--- config.mk ---
export PLATFORM = sky130hd
export DESIGN_NAME = six_step_commutation_sequencer_unit_flat
export DESIGN_NICKNAME = d
export VERILOG_FILES = /design/src/hw/rtl/sscs_pkg.sv /design/src/hw/rtl/sscs_channels_if.sv /design/src/hw/rtl/sscs_step_logic.sv /design/src/hw/rtl/six_step_commutation_sequencer_unit.sv /design/src/flat_wrapper.sv
export VERILOG_INCLUDE_DIRS = /design/src /design/src/hw/rtl
export SDC_FILE = /design/constraint.sdc
export NUM_CORES = 1
export LEC_CHECK = 0
export BUFFER_PORTS_ARGS = -buffer_cell sky130_fd_sc_hd__buf_2
export CORE_UTILIZATION = 50
export DETAILED_ROUTE_END_ITERATION = 16
export GPL_TIMING_DRIVEN = 0
export PLACE_DENSITY = 0.71
export SYNTH_ARGS = -nofsm -noshare
export SYNTH_HDL_FRONTEND = slang
export SYNTH_SLANG_ARGS = --single-unit
export TNS_END_PERCENT = 10
--- constraint.sdc ---
create_clock -name clk -period 3 [get_ports clk]
set_input_delay 0.45 -clock clk [delete_from_list [all_inputs] [get_ports clk]]
set_output_delay 0.45 -clock clk [all_outputs]
set_load 0.005 [all_outputs]
--- src/hw/rtl/six_step_commutation_sequencer_unit_defines.svh ---
// Assertion helpers for the commutation sequencer.
`ifndef SIX_STEP_COMMUTATION_SEQUENCER_UNIT_DEFINES_SVH
`define SIX_STEP_COMMUTATION_SEQUENCER_UNIT_DEFINES_SVH

// Same-cycle implication, off while reset is held.
`define SSCS_ASSERT_NOW(lbl, clk, rst_n, ante, cons) \
  lbl: assert property (@(posedge clk) disable iff (!rst_n) (ante) |-> (cons)) \
    else $error("sscs: same-cycle check failed");

// Next-cycle implication, off while reset is held.
`define SSCS_ASSERT_NEXT(lbl, clk, rst_n, ante, cons) \
  lbl: assert property (@(posedge clk) disable iff (!rst_n) (ante) |=> (cons)) \
    else $error("sscs: next-cycle check failed");

`endif

--- src/hw/rtl/sscs_pkg.sv ---
`timescale 1ns / 1ps
package sscs_pkg;

  typedef enum logic [1:0] {
    CMD_SET       = 2'd0,
    CMD_ADVANCE   = 2'd1,
    CMD_DISCHARGE = 2'd2
  } sscs_cmd_t;

  localparam logic [3:0] CODE_FREEWHEEL  = 4'd0;
  localparam logic [3:0] CODE_STEP_FIRST = 4'd1;
  localparam logic [3:0] CODE_STEP_LAST  = 4'd6;
  localparam logic [3:0] CODE_BRAKE_LOW  = 4'd7;
  localparam logic [3:0] CODE_BRAKE_HIGH = 4'd8;

  localparam logic [1:0] SENSE_NONE = 2'd0;
  localparam logic [1:0] SENSE_U    = 2'd1;
  localparam logic [1:0] SENSE_V    = 2'd2;
  localparam logic [1:0] SENSE_W    = 2'd3;

  // Phase masks, bit0 U, bit1 V, bit2 W.
  localparam logic [2:0] PH_NONE = 3'b000;
  localparam logic [2:0] PH_U    = 3'b001;
  localparam logic [2:0] PH_V    = 3'b010;
  localparam logic [2:0] PH_W    = 3'b100;
  localparam logic [2:0] PH_ALL  = 3'b111;

  typedef struct packed {
    logic [2:0] high_gates;
    logic [2:0] low_gates;
    logic       error;
    logic [3:0] current_step;
    logic [1:0] sense_phase;
    logic       sense_rising;
    logic       pwm_restart;
  } sscs_result_t;

  function automatic logic is_step(input logic [3:0] code);
    is_step = (code >= CODE_STEP_FIRST) && (code <= CODE_STEP_LAST);
  endfunction

  function automatic logic [2:0] high_of_code(input logic [3:0] code);
    unique case (code)
      4'd1, 4'd2:      high_of_code = PH_U;
      4'd3, 4'd4:      high_of_code = PH_V;
      4'd5, 4'd6:      high_of_code = PH_W;
      CODE_BRAKE_HIGH: high_of_code = PH_ALL;
      default:         high_of_code = PH_NONE;
    endcase
  endfunction

  function automatic logic [2:0] low_of_code(input logic [3:0] code);
    unique case (code)
      4'd1, 4'd6:     low_of_code = PH_V;
      4'd2, 4'd3:     low_of_code = PH_W;
      4'd4, 4'd5:     low_of_code = PH_U;
      CODE_BRAKE_LOW: low_of_code = PH_ALL;
      default:        low_of_code = PH_NONE;
    endcase
  endfunction

  function automatic logic [1:0] sense_of_code(input logic [3:0] code);
    unique case (code)
      4'd1, 4'd4: sense_of_code = SENSE_W;
      4'd2, 4'd5: sense_of_code = SENSE_V;
      4'd3, 4'd6: sense_of_code = SENSE_U;
      default:    sense_of_code = SENSE_NONE;
    endcase
  endfunction

endpackage

--- src/hw/rtl/sscs_channels_if.sv ---
`timescale 1ns / 1ps
interface sscs_in_if;
  logic       valid;
  logic       ready;
  logic [1:0] command;
  logic [3:0] drive_code;
  logic       keep_step;
  modport source (output valid, command, drive_code, keep_step, input ready);
  modport sink (input valid, command, drive_code, keep_step, output ready);
endinterface

interface sscs_out_if;
  logic       valid;
  logic       ready;
  logic [2:0] high_gates;
  logic [2:0] low_gates;
  logic       error;
  logic [3:0] current_step;
  logic [1:0] sense_phase;
  logic       sense_rising;
  logic       pwm_restart;
  modport source (output valid, high_gates, low_gates, error, current_step, sense_phase,
                  sense_rising, pwm_restart, input ready);
  modport sink (input valid, high_gates, low_gates, error, current_step, sense_phase,
                sense_rising, pwm_restart, output ready);
endinterface

interface sscs_cfg_if;
  logic valid;
  logic ready;
  logic reverse_direction;
  modport source (output valid, reverse_direction, input ready);
  modport sink (input valid, reverse_direction, output ready);
endinterface

--- src/hw/rtl/sscs_step_logic.sv ---
`timescale 1ns / 1ps
// Decode one command against the stored step and gates; produce the result,
// which also carries the next stored step and gate state.
module sscs_step_logic (
  input  logic [1:0]            command,
  input  logic [3:0]            drive_code,
  input  logic                  keep_step,
  input  logic                  reverse,
  input  logic [3:0]            step_cur,
  input  logic [2:0]            high_cur,
  input  logic [2:0]            low_cur,
  output sscs_pkg::sscs_result_t result
);

  logic [3:0] step_adv;
  logic [3:0] step_new;
  logic [2:0] dis_low;

  always_comb begin
    if (!reverse) begin
      step_adv = (step_cur == sscs_pkg::CODE_STEP_LAST) ? sscs_pkg::CODE_STEP_FIRST
                                                        : 4'(step_cur + 4'd1);
    end else begin
      step_adv = (step_cur == sscs_pkg::CODE_STEP_FIRST) ? sscs_pkg::CODE_STEP_LAST
                                                         : 4'(step_cur - 4'd1);
    end
  end

  // Low sides that speed demagnetization ahead of a rising-slope step.
  always_comb begin
    dis_low = sscs_pkg::PH_NONE;
    if (!reverse) begin
      unique case (step_cur)
        4'd1:    dis_low = sscs_pkg::PH_U | sscs_pkg::PH_W;
        4'd3:    dis_low = sscs_pkg::PH_U | sscs_pkg::PH_V;
        4'd5:    dis_low = sscs_pkg::PH_V | sscs_pkg::PH_W;
        default: dis_low = sscs_pkg::PH_NONE;
      endcase
    end else begin
      unique case (step_cur)
        4'd2:    dis_low = sscs_pkg::PH_U | sscs_pkg::PH_V;
        4'd4:    dis_low = sscs_pkg::PH_V | sscs_pkg::PH_W;
        4'd6:    dis_low = sscs_pkg::PH_U | sscs_pkg::PH_W;
        default: dis_low = sscs_pkg::PH_NONE;
      endcase
    end
  end

  always_comb begin
    step_new           = step_cur;
    result.high_gates  = high_cur;
    result.low_gates   = low_cur;
    result.error       = 1'b0;
    result.pwm_restart = 1'b0;
    unique case (command)
      sscs_pkg::CMD_SET: begin
        if (drive_code <= sscs_pkg::CODE_BRAKE_HIGH) begin
          result.high_gates  = sscs_pkg::high_of_code(drive_code);
          result.low_gates   = sscs_pkg::low_of_code(drive_code);
          result.pwm_restart = 1'b1;
          if (!keep_step) begin
            step_new = drive_code;
          end
        end else begin
          result.error = 1'b1;
        end
      end
      sscs_pkg::CMD_ADVANCE: begin
        if (sscs_pkg::is_step(step_cur)) begin
          step_new           = step_adv;
          result.high_gates  = sscs_pkg::high_of_code(step_adv);
          result.low_gates   = sscs_pkg::low_of_code(step_adv);
          result.pwm_restart = 1'b1;
        end else begin
          result.error = 1'b1;
        end
      end
      sscs_pkg::CMD_DISCHARGE: begin
        result.high_gates  = sscs_pkg::PH_NONE;
        result.low_gates   = dis_low;
        result.pwm_restart = 1'b1;
      end
      default: begin
        result.error = 1'b1;
      end
    endcase
    result.current_step = step_new;
    result.sense_phase  = sscs_pkg::sense_of_code(step_new);
    result.sense_rising = sscs_pkg::is_step(step_new) & (~step_new[0] ^ reverse);
  end

endmodule

--- src/hw/rtl/six_step_commutation_sequencer_unit.sv ---
`timescale 1ns / 1ps
// Six-step commutation sequencer for a three-phase bridge.
// in_ch carries one command per transaction: set a drive code (freewheel,
// steps 1 to 6, brake low, brake high, optionally keeping the stored step),
// advance one step, or discharge ahead of a rising-slope step.
// out_ch returns exactly one result per command: gate enables, stored step,
// back-EMF sense phase and slope, error flag and a PWM restart pulse.
// cfg_ch writes the direction bit; write it only while no command is in flight.
// A command taken on in_ch passes through the input register and then the
// result register before it shows on out_ch. Throughput: one command per
// cycle while out_ch is not stalled; the step update is a small table lookup
// and increment decided combinationally.
// Reset clears the stored step to freewheel, all gates off, forward direction
// and both pipeline registers empty.
// When the receiver stalls, the result register holds and the input register
// fills; in_ch.ready drops only once both are occupied.
`include "six_step_commutation_sequencer_unit_defines.svh"
module six_step_commutation_sequencer_unit (
  input  logic              clk,
  input  logic              rst_n,
  sscs_in_if.sink           in_ch,
  sscs_cfg_if.sink          cfg_ch,
  sscs_out_if.source        out_ch
);

  // Input register
  logic       in_valid_r;
  logic [1:0] in_command_r;
  logic [3:0] in_code_r;
  logic       in_keep_r;

  // Architectural state
  logic       reverse_r;
  logic [3:0] step_r;
  logic [2:0] high_r;
  logic [2:0] low_r;

  // Result register
  logic                   out_valid_r;
  sscs_pkg::sscs_result_t out_res_r;

  sscs_pkg::sscs_result_t res_nxt;
  logic                   advance;
  logic                   in_take;
  logic                   out_sense_ok;

  // Move the input register into the result slot when it is free or draining.
  assign advance = in_valid_r && (!out_valid_r || out_ch.ready);
  assign in_ch.ready = !in_valid_r || advance;
  assign in_take = in_ch.valid && in_ch.ready;
  assign cfg_ch.ready = 1'b1;

  always_ff @(posedge clk) begin
    if (!rst_n) begin
      in_valid_r <= 1'b0;
    end else if (in_ch.ready) begin
      in_valid_r <= in_ch.valid;
    end
  end

  // Payload: capture on every accepted transaction, no reset needed.
  always_ff @(posedge clk) begin
    if (in_take) begin
      in_command_r <= in_ch.command;
      in_code_r    <= in_ch.drive_code;
      in_keep_r    <= in_ch.keep_step;
    end
  end

  always_ff @(posedge clk) begin
    if (!rst_n) begin
      reverse_r <= 1'b0;
    end else if (cfg_ch.valid) begin
      reverse_r <= cfg_ch.reverse_direction;
    end
  end

  sscs_step_logic u_step (
    .command    (in_command_r),
    .drive_code (in_code_r),
    .keep_step  (in_keep_r),
    .reverse    (reverse_r),
    .step_cur   (step_r),
    .high_cur   (high_r),
    .low_cur    (low_r),
    .result     (res_nxt)
  );

  // Commit state together with the result so the next command sees it.
  always_ff @(posedge clk) begin
    if (!rst_n) begin
      step_r <= sscs_pkg::CODE_FREEWHEEL;
      high_r <= sscs_pkg::PH_NONE;
      low_r  <= sscs_pkg::PH_NONE;
    end else if (advance) begin
      step_r <= res_nxt.current_step;
      high_r <= res_nxt.high_gates;
      low_r  <= res_nxt.low_gates;
    end
  end

  always_ff @(posedge clk) begin
    if (!rst_n) begin
      out_valid_r <= 1'b0;
    end else if (advance) begin
      out_valid_r <= 1'b1;
    end else if (out_ch.ready) begin
      out_valid_r <= 1'b0;
    end
  end

  always_ff @(posedge clk) begin
    if (advance) begin
      out_res_r <= res_nxt;
    end
  end

  assign out_ch.valid        = out_valid_r;
  assign out_ch.high_gates   = out_res_r.high_gates;
  assign out_ch.low_gates    = out_res_r.low_gates;
  assign out_ch.error        = out_res_r.error;
  assign out_ch.current_step = out_res_r.current_step;
  assign out_ch.sense_phase  = out_res_r.sense_phase;
  assign out_ch.sense_rising = out_res_r.sense_rising;
  assign out_ch.pwm_restart  = out_res_r.pwm_restart;

  assign out_sense_ok = (out_res_r.sense_phase != sscs_pkg::SENSE_NONE) ==
                        sscs_pkg::is_step(out_res_r.current_step);

  // A rejected command never restarts the PWM period.
  `SSCS_ASSERT_NOW(a_err_no_restart, clk, rst_n, out_valid_r && out_res_r.error, !out_res_r.pwm_restart)

  // A sense phase is reported exactly when the stored code is a step.
  `SSCS_ASSERT_NOW(a_sense_on_step, clk, rst_n, out_valid_r, out_sense_ok)

  // Stored step moves only when a command leaves the input register.
  `SSCS_ASSERT_NEXT(a_step_hold, clk, rst_n, !advance, $stable(step_r))

endmodule
--- src/flat_wrapper.sv ---
// flat-port wrapper written by rule: the top's interface ports become plain ports
module six_step_commutation_sequencer_unit_flat 
  (clk, rst_n, in_ch_valid, in_ch_command, in_ch_drive_code, in_ch_keep_step, in_ch_ready, cfg_ch_valid, cfg_ch_reverse_direction, cfg_ch_ready, out_ch_valid, out_ch_high_gates, out_ch_low_gates, out_ch_error, out_ch_current_step, out_ch_sense_phase, out_ch_sense_rising, out_ch_pwm_restart, out_ch_ready);
  sscs_in_if in_ch_i ();
  sscs_cfg_if cfg_ch_i ();
  sscs_out_if out_ch_i ();
  input  logic clk;
  input  logic rst_n;
  input wire logic [$bits(in_ch_i.valid)-1:0] in_ch_valid;
  input wire logic [$bits(in_ch_i.command)-1:0] in_ch_command;
  input wire logic [$bits(in_ch_i.drive_code)-1:0] in_ch_drive_code;
  input wire logic [$bits(in_ch_i.keep_step)-1:0] in_ch_keep_step;
  output wire logic [$bits(in_ch_i.ready)-1:0] in_ch_ready;
  input wire logic [$bits(cfg_ch_i.valid)-1:0] cfg_ch_valid;
  input wire logic [$bits(cfg_ch_i.reverse_direction)-1:0] cfg_ch_reverse_direction;
  output wire logic [$bits(cfg_ch_i.ready)-1:0] cfg_ch_ready;
  output wire logic [$bits(out_ch_i.valid)-1:0] out_ch_valid;
  output wire logic [$bits(out_ch_i.high_gates)-1:0] out_ch_high_gates;
  output wire logic [$bits(out_ch_i.low_gates)-1:0] out_ch_low_gates;
  output wire logic [$bits(out_ch_i.error)-1:0] out_ch_error;
  output wire logic [$bits(out_ch_i.current_step)-1:0] out_ch_current_step;
  output wire logic [$bits(out_ch_i.sense_phase)-1:0] out_ch_sense_phase;
  output wire logic [$bits(out_ch_i.sense_rising)-1:0] out_ch_sense_rising;
  output wire logic [$bits(out_ch_i.pwm_restart)-1:0] out_ch_pwm_restart;
  input wire logic [$bits(out_ch_i.ready)-1:0] out_ch_ready;
  assign in_ch_i.valid = in_ch_valid;
  assign in_ch_i.command = in_ch_command;
  assign in_ch_i.drive_code = in_ch_drive_code;
  assign in_ch_i.keep_step = in_ch_keep_step;
  assign in_ch_ready = in_ch_i.ready;
  assign cfg_ch_i.valid = cfg_ch_valid;
  assign cfg_ch_i.reverse_direction = cfg_ch_reverse_direction;
  assign cfg_ch_ready = cfg_ch_i.ready;
  assign out_ch_valid = out_ch_i.valid;
  assign out_ch_high_gates = out_ch_i.high_gates;
  assign out_ch_low_gates = out_ch_i.low_gates;
  assign out_ch_error = out_ch_i.error;
  assign out_ch_current_step = out_ch_i.current_step;
  assign out_ch_sense_phase = out_ch_i.sense_phase;
  assign out_ch_sense_rising = out_ch_i.sense_rising;
  assign out_ch_pwm_restart = out_ch_i.pwm_restart;
  assign out_ch_i.ready = out_ch_ready;
  six_step_commutation_sequencer_unit u_core (.clk(clk), .rst_n(rst_n), .in_ch(in_ch_i), .cfg_ch(cfg_ch_i), .out_ch(out_ch_i));
endmodule
==> results.sh, run 1 <==
export IMPL_critPathLaunchType="register"
export IMPL_clock_path_buffers=2
export IMPL_pwr_share_comb_pct=24.1
export IMPL_critPathSlowestCell="dfxtp_2"
export IMPL_power_density_nw_per_um2=480
export IMPL_grt_busiest_layer="met2"
export IMPL_postRouteWirelength_mm=5.06
export IMPL_grt_setup_unrepaired="no"
export IMPL_crit_buf_inv=4
export IMPL_hold_path_class="primary input to register"
export IMPL_num_antenna_cells=0
export IMPL_synth_net_count=249
export IMPL_p_leak_uw=0.00102
export IMPL_synth_common_cells="22 x edfxtp_1, 22 x nor2_1, 14 x a21oi_1"
export IMPL_hold_path_depth=1
export IMPL_p_switching_uw=357
export IMPL_setup_worst_path_class="register to register"
export IMPL_setup_violations=0
export IMPL_tightest_slew_ns=1.11
export IMPL_hold_viol_final=0
export IMPL_synth_warning_count=0
export IMPL_use_met2_pct=39.4
export IMPL_regToRegStartpoint="u_core.step_r[0]"
export IMPL_synthesis_area_sq_um=2240
export IMPL_pwr_share_seq_pct=47.0
export IMPL_use_met3_pct=4.44
export IMPL_drcViolationCount=0
export IMPL_overflow=0
export IMPL_avgSynthCellArea_sq_um=9.68
export IMPL_tns_ns=0
export IMPL_regToRegEndpoint="u_core.out_ch.sense_rising"
export IMPL_die_h_microns=68.9
export IMPL_cts_hold_fix_buffers=0
export IMPL_synthCells=231
export IMPL_initial_core_util_pct=54.0
export IMPL_clkTransAtPathRegs_ns=0.07
export IMPL_clkLatencyLatePin_ns=0.29
export IMPL_grt_max_degree=25
export IMPL_nets=285
export IMPL_syn_to_final_growth_pct=13.4
export IMPL_drt_first_pass_iters=4
export IMPL_fin_crit_sh_pct=94.5
export IMPL_worstPathRequired_ns=3.05
export IMPL_drive_gt1_share_pct=24.6
export IMPL_slowest_delay_ns=0.43
export IMPL_cp_end_kind="register"
export IMPL_switching_share_pct=29.3
export IMPL_row_count=23
export IMPL_synthTopCellsByArea="edfxtp_1 30%, dfxtp_1 12%, nor2_1 3.7%"
export IMPL_relSlewSlack_pct=25.9
export IMPL_status="completed"
export IMPL_skew_ns=0.00671
export IMPL_ant_nets=0
export IMPL_grt_pass1_wl_mm=8.26
export IMPL_cts_tree="yes"
export IMPL_track_usage_pct=24.1
export IMPL_portBuffers=29
export IMPL_numCtsBuffers=5
export IMPL_pwr_share_clk_pct=28.8
export IMPL_synth_top_area_share_pct=29.5
export IMPL_cts_setup_buffers=0
export IMPL_crit_fanout=10
export IMPL_viasPerCell=5.94
export IMPL_gp_congestion=0.891
export IMPL_htree_levels=2
export IMPL_dieArea_sq_um=4740
export IMPL_core_area_sq_um=4140
export IMPL_crit_chain="inv_1, ha_1, buf_6, mux2i_1, mux2i_1, or2_1, buf_4, a221oi_2, inv_1, o2111a_1, a41o_1"
export IMPL_final_min_clock_period_ns=2.84
export IMPL_die_x_microns=68.9
export IMPL_clk_root_buffer_cell="clkbuf_8"
export IMPL_clock_sinks=35
export IMPL_yosysSeqAreaShare_pct=41.2
export IMPL_irDropWorstVdd_v=0.000199
export IMPL_synth_area_leader_cell="edfxtp_1"
export IMPL_ios=31
export IMPL_r2r_cells=11
export IMPL_utilization_pct=61.2
export IMPL_cpLargestDelayFamily="compound AO/OA/AOI/OAI gates"
export IMPL_internal_power_uw=860
export IMPL_max_freq_mhz=353
export IMPL_slew_viol_final=0
export IMPL_worst_path_stages=11
export IMPL_min_to="u_core.in_command_r[0]"
export IMPL_dp_hpwl_mm=3.69
export IMPL_maxCapViolations=0
export IMPL_cts_resized=0
export IMPL_r2r_setup_slack_ns=0.16
export IMPL_wire_per_inst_microns=15.9
export IMPL_synth_top_flop_cell="edfxtp_1"
export IMPL_ys_ff_latch=35
export IMPL_grt_pass1_vias=1696
export IMPL_synth_edf_count=22
export IMPL_synthArstFlopShare_pct=0
export IMPL_use_met1_pct=31.7
export IMPL_yosysUniqueCellTypes=68
export IMPL_vias=1888
export IMPL_cp_arrival_ns=2.89
export IMPL_antenna_found_initial=0
export IMPL_hp_start="in_ch_command[0]"
export IMPL_drt_iter0_markers=150
per-stage QoR:
stage / setup slack, ns / instances / power (uW) / area (sq um) / hold WS, ns
after floorplan: 0.432 / 231 / 794 / 2240 / 0.487
after global placement: 0.121 / 310 / 863 / 2440 / 0.513
after detailed placement: 0.0696 / 310 / 871 / 2440 / 0.523
after CTS: 0.0392 / 318 / 1220 / 2530 / 0.329
after global routing: 0.0368 / 318 / 1280 / 2540 / 0.323
final: 0.164 / 318 / 1220 / 2540 / 0.329
flip-flops by register name (all words and copies together), names as in the netlist:
register                    count
u_core.in_valid_r               1
u_core.in_command_r             2
u_core.high_r                   3
u_core.in_code_r                4
u_core.out_ch.low_gates         3
u_core.out_ch.pwm_restart       1
u_core.out_ch.sense_phase       2
u_core.out_ch.valid             1
u_core.out_ch.error             1
u_core.out_ch.sense_rising      1
u_core.step_r                   4
u_core.out_ch.high_gates        3
u_core.reverse_r                1
u_core.out_ch.current_step      4
u_core.in_keep_r                1
u_core.low_r                    3
cell usage in the layout, fill, tap and decap left out, types with 3 or more instances in the layout:
cell type and count:
a211oi_1 5, a21oi_1 14, a31oi_1 3, buf_2 32
buf_6 4, clkbuf_1 7, clkbuf_8 6, dfxtp_1 11
edfxtp_1 22, ha_1 5, inv_1 10, mux2i_1 4
nand2_1 11, nand2b_1 10, nand3_1 6, nand3b_1 3
nor2_1 22, nor2b_1 3, nor3_1 8, o211ai_1 5
o21ai_0 11, or3_1 4, xnor2_1 3
kinds of logic after synthesis:
| family | Yosys count | synth area share (%) |
|---|---|---|
| DFF | 35 | 41.2 |
| muxes | 5 | 2.80 |
| other | 1 | 0.168 |
| and+or+nand+nor | 88 | 22.6 |
| xor gates and xnor gates | 4 | 1.57 |
| AOI/OAI and AO/OA | 67 | 22.7 |
| adders and majority gates | 5 | 2.80 |
| buffers and inverters | 26 | 6.21 |
worst register-to-register path: cells and delay by family, from the launching register on:
kind	cells	cell delay, ns
muxes	2	0.27
DFF	1	0.43
buffers and inverters	4	0.61
adders and majority gates	1	0.24
AOI/OAI and AO/OA	3	0.85
and+or+nand+nor	1	0.22
how the worst max path moves through the flow:
stage                     slack, ns        startpoint                         end
after floorplan                0.43  u_core.step_r[0]  u_core.out_ch.sense_rising
after global placement         0.12  u_core.step_r[0]  u_core.out_ch.sense_rising
after detailed placement       0.07  u_core.step_r[0]  u_core.out_ch.sense_rising
after CTS                      0.04  u_core.step_r[0]  u_core.out_ch.sense_rising
after global routing           0.04  u_core.step_r[0]  u_core.out_ch.sense_rising
final                          0.16  u_core.step_r[0]  u_core.out_ch.sense_rising
power by group through the flow:
| stage | logic (uW) | clock network, uW | registers, uW |
|---|---|---|---|
| final | 293 | 351 | 572 |
| after detailed placement | 289 | 0 | 582 |
| after floorplan | 215 | 0 | 579 |
| after global placement | 282 | 0 | 580 |
| after global routing | 324 | 377 | 577 |
| after CTS | 290 | 355 | 572 |
layout make-up:
type / count / area (sq um)
fillers: 371 / 1610
well taps: 50 / 62.6
clock buffers: 7 / 86.3
repair buffers: 29 / 145
multi-input cells: 170 / 1180
inverters: 11 / 41.3
clock inverters: 1 / 3.75
plain buffers: 15 / 97.6
flip-flops and latches: 35 / 923
routing by layer:
layer | wire length [microns] | vias up
li1 | - | 930
met4 | 78 | 0
met3 | 248 | 8
met5 | 0 | -
met2 | 2440 | 62
met1 | 2300 | 888
Power figures use the tool's default switching activity.
==> run 2, diff against run 1 <==
--- a/config.mk
+++ b/config.mk
@@ -6,7 +6,7 @@
 export SDC_FILE = /design/constraint.sdc
 export NUM_CORES = 1
 export LEC_CHECK = 0
-export BUFFER_PORTS_ARGS = -buffer_cell sky130_fd_sc_hd__buf_2
+export BUFFER_PORTS_ARGS = -buffer_cell sky130_fd_sc_hd__buf_4
 export CORE_UTILIZATION = 50
 export DETAILED_ROUTE_END_ITERATION = 16
 export GPL_TIMING_DRIVEN = 0
==> run 2 against run 1 <==
Effect of this change: die area unchanged; via count decreased by 1.4%; sequential cell count unchanged; clock power increased by 26%; critical path depth unchanged; clock-buffer cell count decreased by 1; setup slack improved by 0.047 ns; critical path type unchanged; largest power group unchanged.
==> results.sh, run 2 (synthesis results as in run 1) <==
export IMPL_initial_core_util_pct=54.0
export IMPL_portBuffers=29
export IMPL_critPathLaunchType="register"
export IMPL_multi_input_comb_area_sq_um=1190
export IMPL_track_usage_pct=22.8
export IMPL_die_h_microns=68.9
export IMPL_fin_area_sq_um=2650
export IMPL_row_count=23
export IMPL_fill_cells=368
export IMPL_die_x_microns=68.9
export IMPL_final_cells=318
export IMPL_final_cell_mix="31 x buf_4, 22 x nor2_1, 22 x edfxtp_1"
export IMPL_power_uw=1320
export IMPL_wire_per_inst_microns=15.1
export IMPL_drive_gt1_share_pct=25.4
export IMPL_p_leak_uw=0.00106
export IMPL_cts_resized=0
export IMPL_fin_crit_sh_pct=92.9
export IMPL_worstPathRequired_ns=3.05
export IMPL_crit_chain="inv_1, ha_1, buf_6, mux2i_1, mux2i_1, or2_1, buf_4, a221oi_4, inv_1, o2111a_1, a41o_1"
export IMPL_tightest_slew_ns=1.10
export IMPL_tns_ns=0
export IMPL_skew_ns=0.00673
export IMPL_syn_to_final_growth_pct=18.4
export IMPL_critPathSlowestCell="dfxtp_2"
export IMPL_dieArea_sq_um=4740
export IMPL_relSlewSlack_pct=26.9
export IMPL_grt_max_degree=25
export IMPL_maxCapViolations=0
export IMPL_holdWs_ns=0.338
export IMPL_drt_first_pass_iters=4
export IMPL_status="completed"
export IMPL_htree_levels=2
export IMPL_gp_congestion=0.899
export IMPL_vias=1861
export IMPL_grt_pass1_vias=1663
export IMPL_cp_end_kind="register"
export IMPL_clkTransAtPathRegs_ns=0.07
export IMPL_core_area_sq_um=4140
export IMPL_ant_nets=0
export IMPL_clkLatencyLatePin_ns=0.29
export IMPL_cts_tree="yes"
export IMPL_slowest_delay_ns=0.43
export IMPL_clk_root_buffer_cell="clkbuf_8"
export IMPL_final_min_clock_period_ns=2.79
export IMPL_cp_arrival_ns=2.84
export IMPL_irDropWorstVdd_v=0.000225
export IMPL_grt_pass1_wl_mm=7.96
export IMPL_grt_setup_unrepaired="no"
export IMPL_setup_violations=0
export IMPL_drt_iter0_markers=140
export IMPL_hold_viol_final=0
export IMPL_clock_sinks=35
export IMPL_numCtsBuffers=5
export IMPL_overflow=0
export IMPL_final_common_cell="buf_4"
export IMPL_slew_viol_final=0
export IMPL_dp_hpwl_mm=3.56
export IMPL_cts_setup_buffers=0
export IMPL_clock_path_buffers=2
export IMPL_viasPerCell=5.85
export IMPL_setup_worst_path_class="register to register"
export IMPL_postRouteWirelength_mm=4.82
export IMPL_placed_cells=310
export IMPL_seq_area_sq_um=923
export IMPL_drcViolationCount=0
export IMPL_crit_fanout=10
export IMPL_num_antenna_cells=0
export IMPL_placement_cell_area_sq_um=2520
export IMPL_nets=285
export IMPL_power_density_nw_per_um2=498
export IMPL_hold_path_class="primary input to register"
export IMPL_antenna_found_initial=0
export IMPL_cts_hold_fix_buffers=0
export IMPL_ios=31
export IMPL_max_freq_mhz=359
==> run 2: worst paths after layout <==
path                                         from                          to  slack, ns  cells past startpoint
worst min-delay path             in_ch_command[0]      u_core.in_command_r[0]       0.34                      1
worst min register to register  u_core.in_valid_r         u_core.out_ch.valid       0.52                      2
worst max register to register   u_core.step_r[0]  u_core.out_ch.sense_rising       0.21                     11
worst max-delay path             u_core.step_r[0]  u_core.out_ch.sense_rising       0.21                     11
==> run 2: where the power goes <==
group	leakage, uW	switching, uW	total [uW]	internal (uW)
sequential	0.000319	20.8	572	551
combinational	0.000680	168	306	137
clock	0.0000612	173	442	269
total	0.00106	362	1320	958
==> run 2: area by class of cell <==
cell class | instances | share of cell area (%)
plain buffers | 15 | 3.69
flip-flops and latches | 35 | 34.9
repair buffers | 29 | 8.22
clock buffers | 6 | 3.12
multi-input cells | 170 | 44.8
inverters | 11 | 1.56
clock inverters | 2 | 1.32
well taps | 50 | 2.36
==> run 2: per-layer routing <==
metal  track usage [%]  share of wire [%]  vias up
li1                  -                  -      928
met1              29.9                 47      874
met2              37.1                 48       50
met3              5.10                4.0        9
met4              6.89                1.5        0
met5                 0                  0        -
==> run 2: worst max-delay path, delay by kind of cell (launching register included) <==
kind	cells	cell delay, ns
AOI/OAI and AO/OA	3	0.79
adders and majority gates	1	0.24
buffers and inverters	4	0.58
DFF	1	0.43
muxes	2	0.29
and+or+nand+nor	1	0.22
==> run 2: per-stage QoR <==
step	setup WS (ns)	util (%)
5_1_grt	0.0145	63.9
4_1_cts	0.0480	63.6
3_3_place_gp	0.116	60.7
3_5_place_dp	0.0772	60.7
6_report	0.212	63.9
2_1_floorplan	0.432	-
==> run 3, diff against run 2 <==
--- a/config.mk
+++ b/config.mk
@@ -6,6 +6,8 @@
 export SDC_FILE = /design/constraint.sdc
 export NUM_CORES = 1
 export LEC_CHECK = 0
+export ABC_AREA = 1
+export ABC_CLOCK_PERIOD_IN_PS = 3000
 export BUFFER_PORTS_ARGS = -buffer_cell sky130_fd_sc_hd__buf_4
 export CORE_UTILIZATION = 50
 export DETAILED_ROUTE_END_ITERATION = 16
==> run 3 against run 2 <==
Effect of this change: total power down 4.5%; clock skew is essentially flat; core utilization down 2.7 points; register-to-register slack better by 0.39 ns; clock power fell by 19%; synthesized cell count grew 30%; combinational power grew 7.8%; critical path type unchanged; largest cell class unchanged; highest routed layer unchanged.
==> results.sh, run 3 <==
export IMPL_regToRegStartpoint="u_core.step_r[0]"
export IMPL_drt_iter0_markers=107
export IMPL_drcViolationCount=0
export IMPL_portBuffers=29
export IMPL_wire_per_inst_microns=12.2
export IMPL_clkTransAtPathRegs_ns=0.07
export IMPL_synth_warning_count=0
export IMPL_final_min_clock_period_ns=2.40
export IMPL_cp_end_kind="register"
export IMPL_p_switching_uw=399
export IMPL_multi_input_comb_area_sq_um=1190
export IMPL_nets=355
export IMPL_min_to="u_core.in_keep_r"
export IMPL_pwr_share_comb_pct=26.2
export IMPL_setup_violations=0
export IMPL_clkLatencyLatePin_ns=0.29
export IMPL_clock_path_buffers=2
export IMPL_status="completed"
export IMPL_power_density_nw_per_um2=467
export IMPL_synth_top_area_share_pct=28.4
export IMPL_numCtsBuffers=5
export IMPL_fill_cells=400
export IMPL_grt_max_degree=25
export IMPL_gp_congestion=0.899
export IMPL_final_common_cell="nand2_1"
export IMPL_hp_start="in_ch_keep_step"
export IMPL_cts_hold_fix_buffers=0
export IMPL_maxCapViolations=0
export IMPL_dieArea_sq_um=4930
export IMPL_internal_power_uw=861
export IMPL_cts_resized=0
export IMPL_yosysUniqueCellTypes=36
export IMPL_synthTopCellsByArea="edfxtp_1 28%, dfxtp_1 11%, nand2_1 11%"
export IMPL_r2r_setup_slack_ns=0.60
export IMPL_synthArstFlopShare_pct=0
export IMPL_regToRegEndpoint="u_core.out_ch.sense_phase[1]"
export IMPL_yosysSeqAreaShare_pct=39.6
export IMPL_irDropWorstVdd_v=0.000199
export IMPL_synth_net_count=319
export IMPL_final_cells=390
export IMPL_synthCells=301
export IMPL_max_freq_mhz=416
export IMPL_syn_to_final_growth_pct=16.1
export IMPL_dp_hpwl_mm=3.63
export IMPL_clock_sinks=35
export IMPL_fin_crit_sh_pct=80.1
export IMPL_pwr_share_seq_pct=45.5
export IMPL_synth_edf_count=22
export IMPL_overflow=0
export IMPL_synthesis_area_sq_um=2320
export IMPL_track_usage_pct=21.5
export IMPL_htree_levels=2
export IMPL_grt_setup_unrepaired="no"
export IMPL_placed_cells=382
export IMPL_ys_ff_latch=35
export IMPL_hold_path_depth=1
export IMPL_worstPathRequired_ns=3.04
export IMPL_switching_share_pct=31.7
export IMPL_synth_most_common_cell="nand2_1"
export IMPL_tightest_slew_ns=1.13
export IMPL_viasPerCell=5.23
export IMPL_ant_nets=0
export IMPL_critPathLaunchType="register"
export IMPL_avgSynthCellArea_sq_um=7.72
export IMPL_cts_tree="yes"
export IMPL_setup_worst_path_class="register to register"
export IMPL_core_area_sq_um=4410
export IMPL_clk_root_buffer_cell="clkbuf_8"
export IMPL_hold_viol_final=0
export IMPL_r2r_cells=12
export IMPL_tns_ns=0
export IMPL_initial_core_util_pct=52.7
export IMPL_slew_viol_final=0
export IMPL_cts_setup_buffers=0
export IMPL_drt_first_pass_iters=5
export IMPL_crit_fanout=8
export IMPL_grt_pass1_vias=1851
export IMPL_p_leak_uw=0.00127
export IMPL_final_cell_mix="66 x nand2_1, 40 x inv_1, 31 x buf_4"
export IMPL_cp_arrival_ns=2.44
export IMPL_relSlewSlack_pct=24.9
export IMPL_antenna_found_initial=0
export IMPL_skew_ns=0.00697
export IMPL_num_antenna_cells=0
export IMPL_die_h_microns=70.2
export IMPL_hold_path_class="primary input to register"
export IMPL_row_count=24
export IMPL_vias=2040
export IMPL_grt_pass1_wl_mm=8.29
export IMPL_drive_gt1_share_pct=26.3
export IMPL_postRouteWirelength_mm=4.77
export IMPL_synth_common_cells="66 x nand2_1, 40 x inv_1, 25 x nor2_1"
export IMPL_synth_top_flop_cell="edfxtp_1"
export IMPL_ios=31
export IMPL_die_x_microns=70.2
export IMPL_pwr_share_clk_pct=28.3
export IMPL_seq_area_sq_um=921
export IMPL_synth_area_leader_cell="edfxtp_1"
[run 3: cell count changes in the layout (fill, tap and decap cells not counted), sizes merged, moves of 6 or more]
cell	change
nor3	-6
nand2b	-10
nand3	+17
nand2	+67
buf	-6
nor2	+15
inv	+37
o21ai	+13
a21oi	+8
[run 3: cell families after synthesis]
group	share of synthesized area (%)
adder cells (fa/ha/maj)	2.69
buffers and inverters	9.26
AO/OA/AOI/OAI	15.9
XOR/XNOR	0.377
AND/OR/NAND/NOR	32.0
flip-flops	39.6
other	0.161
[run 3: final cells by class]
| type | instances | area share, % |
|---|---|---|
| Buffer | 5 | 1.02 |
| Timing Repair Buffer | 29 | 8.07 |
| Clock buffer | 7 | 3.20 |
| Inverter | 48 | 6.95 |
| Tap cell | 52 | 2.41 |
| Multi-Input combinational cell | 213 | 44.0 |
| Clock inverter | 1 | 0.185 |
| Sequential cell | 35 | 34.1 |
[run 3: critical path, cell delays in order, from the launching register on]
cell and delay [ns]:
dfxtp_1 0.38, inv_1 0.27, ha_1 0.34, nand3b_1 0.19, nand3_4 0.15, nor2_8 0.16
inv_4 0.06, nand2_4 0.08, nor2_1 0.06, nor2_4 0.14, inv_2 0.08, o21ai_2 0.17
o22ai_2 0.08
[run 3: how the worst max path moves through the flow]
stage,end,from,slack [ns]
5_1_grt,u_core.out_ch.sense_phase[1],u_core.step_r[0],0.47
3_3_place_gp,u_core.out_ch.sense_phase[1],u_core.step_r[0],0.66
3_5_place_dp,u_core.out_ch.sense_phase[1],u_core.step_r[0],0.64
2_1_floorplan,u_core.out_ch.sense_phase[1],u_core.step_r[0],0.94
4_1_cts,u_core.out_ch.sense_phase[1],u_core.step_r[0],0.63
6_report,u_core.out_ch.sense_phase[1],u_core.step_r[0],0.60
[run 3: power groups by stage]
stage                     Combinational [uW]  Clock [uW]  Sequential, uW
after floorplan                          242           0             582
after global placement                   323           0             583
after detailed placement                 327           0             584
after CTS                                328         365             573
after global routing                     369         384             577
final                                    330         356             574
[run 3: routing by layer]
metal  global-route usage [%]  share of wire [%]
met1                     27.7                 47
met2                     34.4                 46
met3                     5.05                5.7
met4                     9.33                1.6
met5                        0                  0
[run 3: metrics by stage]
stage	utilization, %	area (sq um)	setup slack (ns)	hold slack, ns	total power, uW
2_1_floorplan	-	2320	0.941	0.494	824
3_3_place_gp	59.1	2610	0.656	0.500	906
3_5_place_dp	59.1	2610	0.642	0.521	911
4_1_cts	61.1	2700	0.625	0.328	1270
5_1_grt	61.1	2700	0.465	0.321	1330
6_report	61.1	2700	0.598	0.331	1260
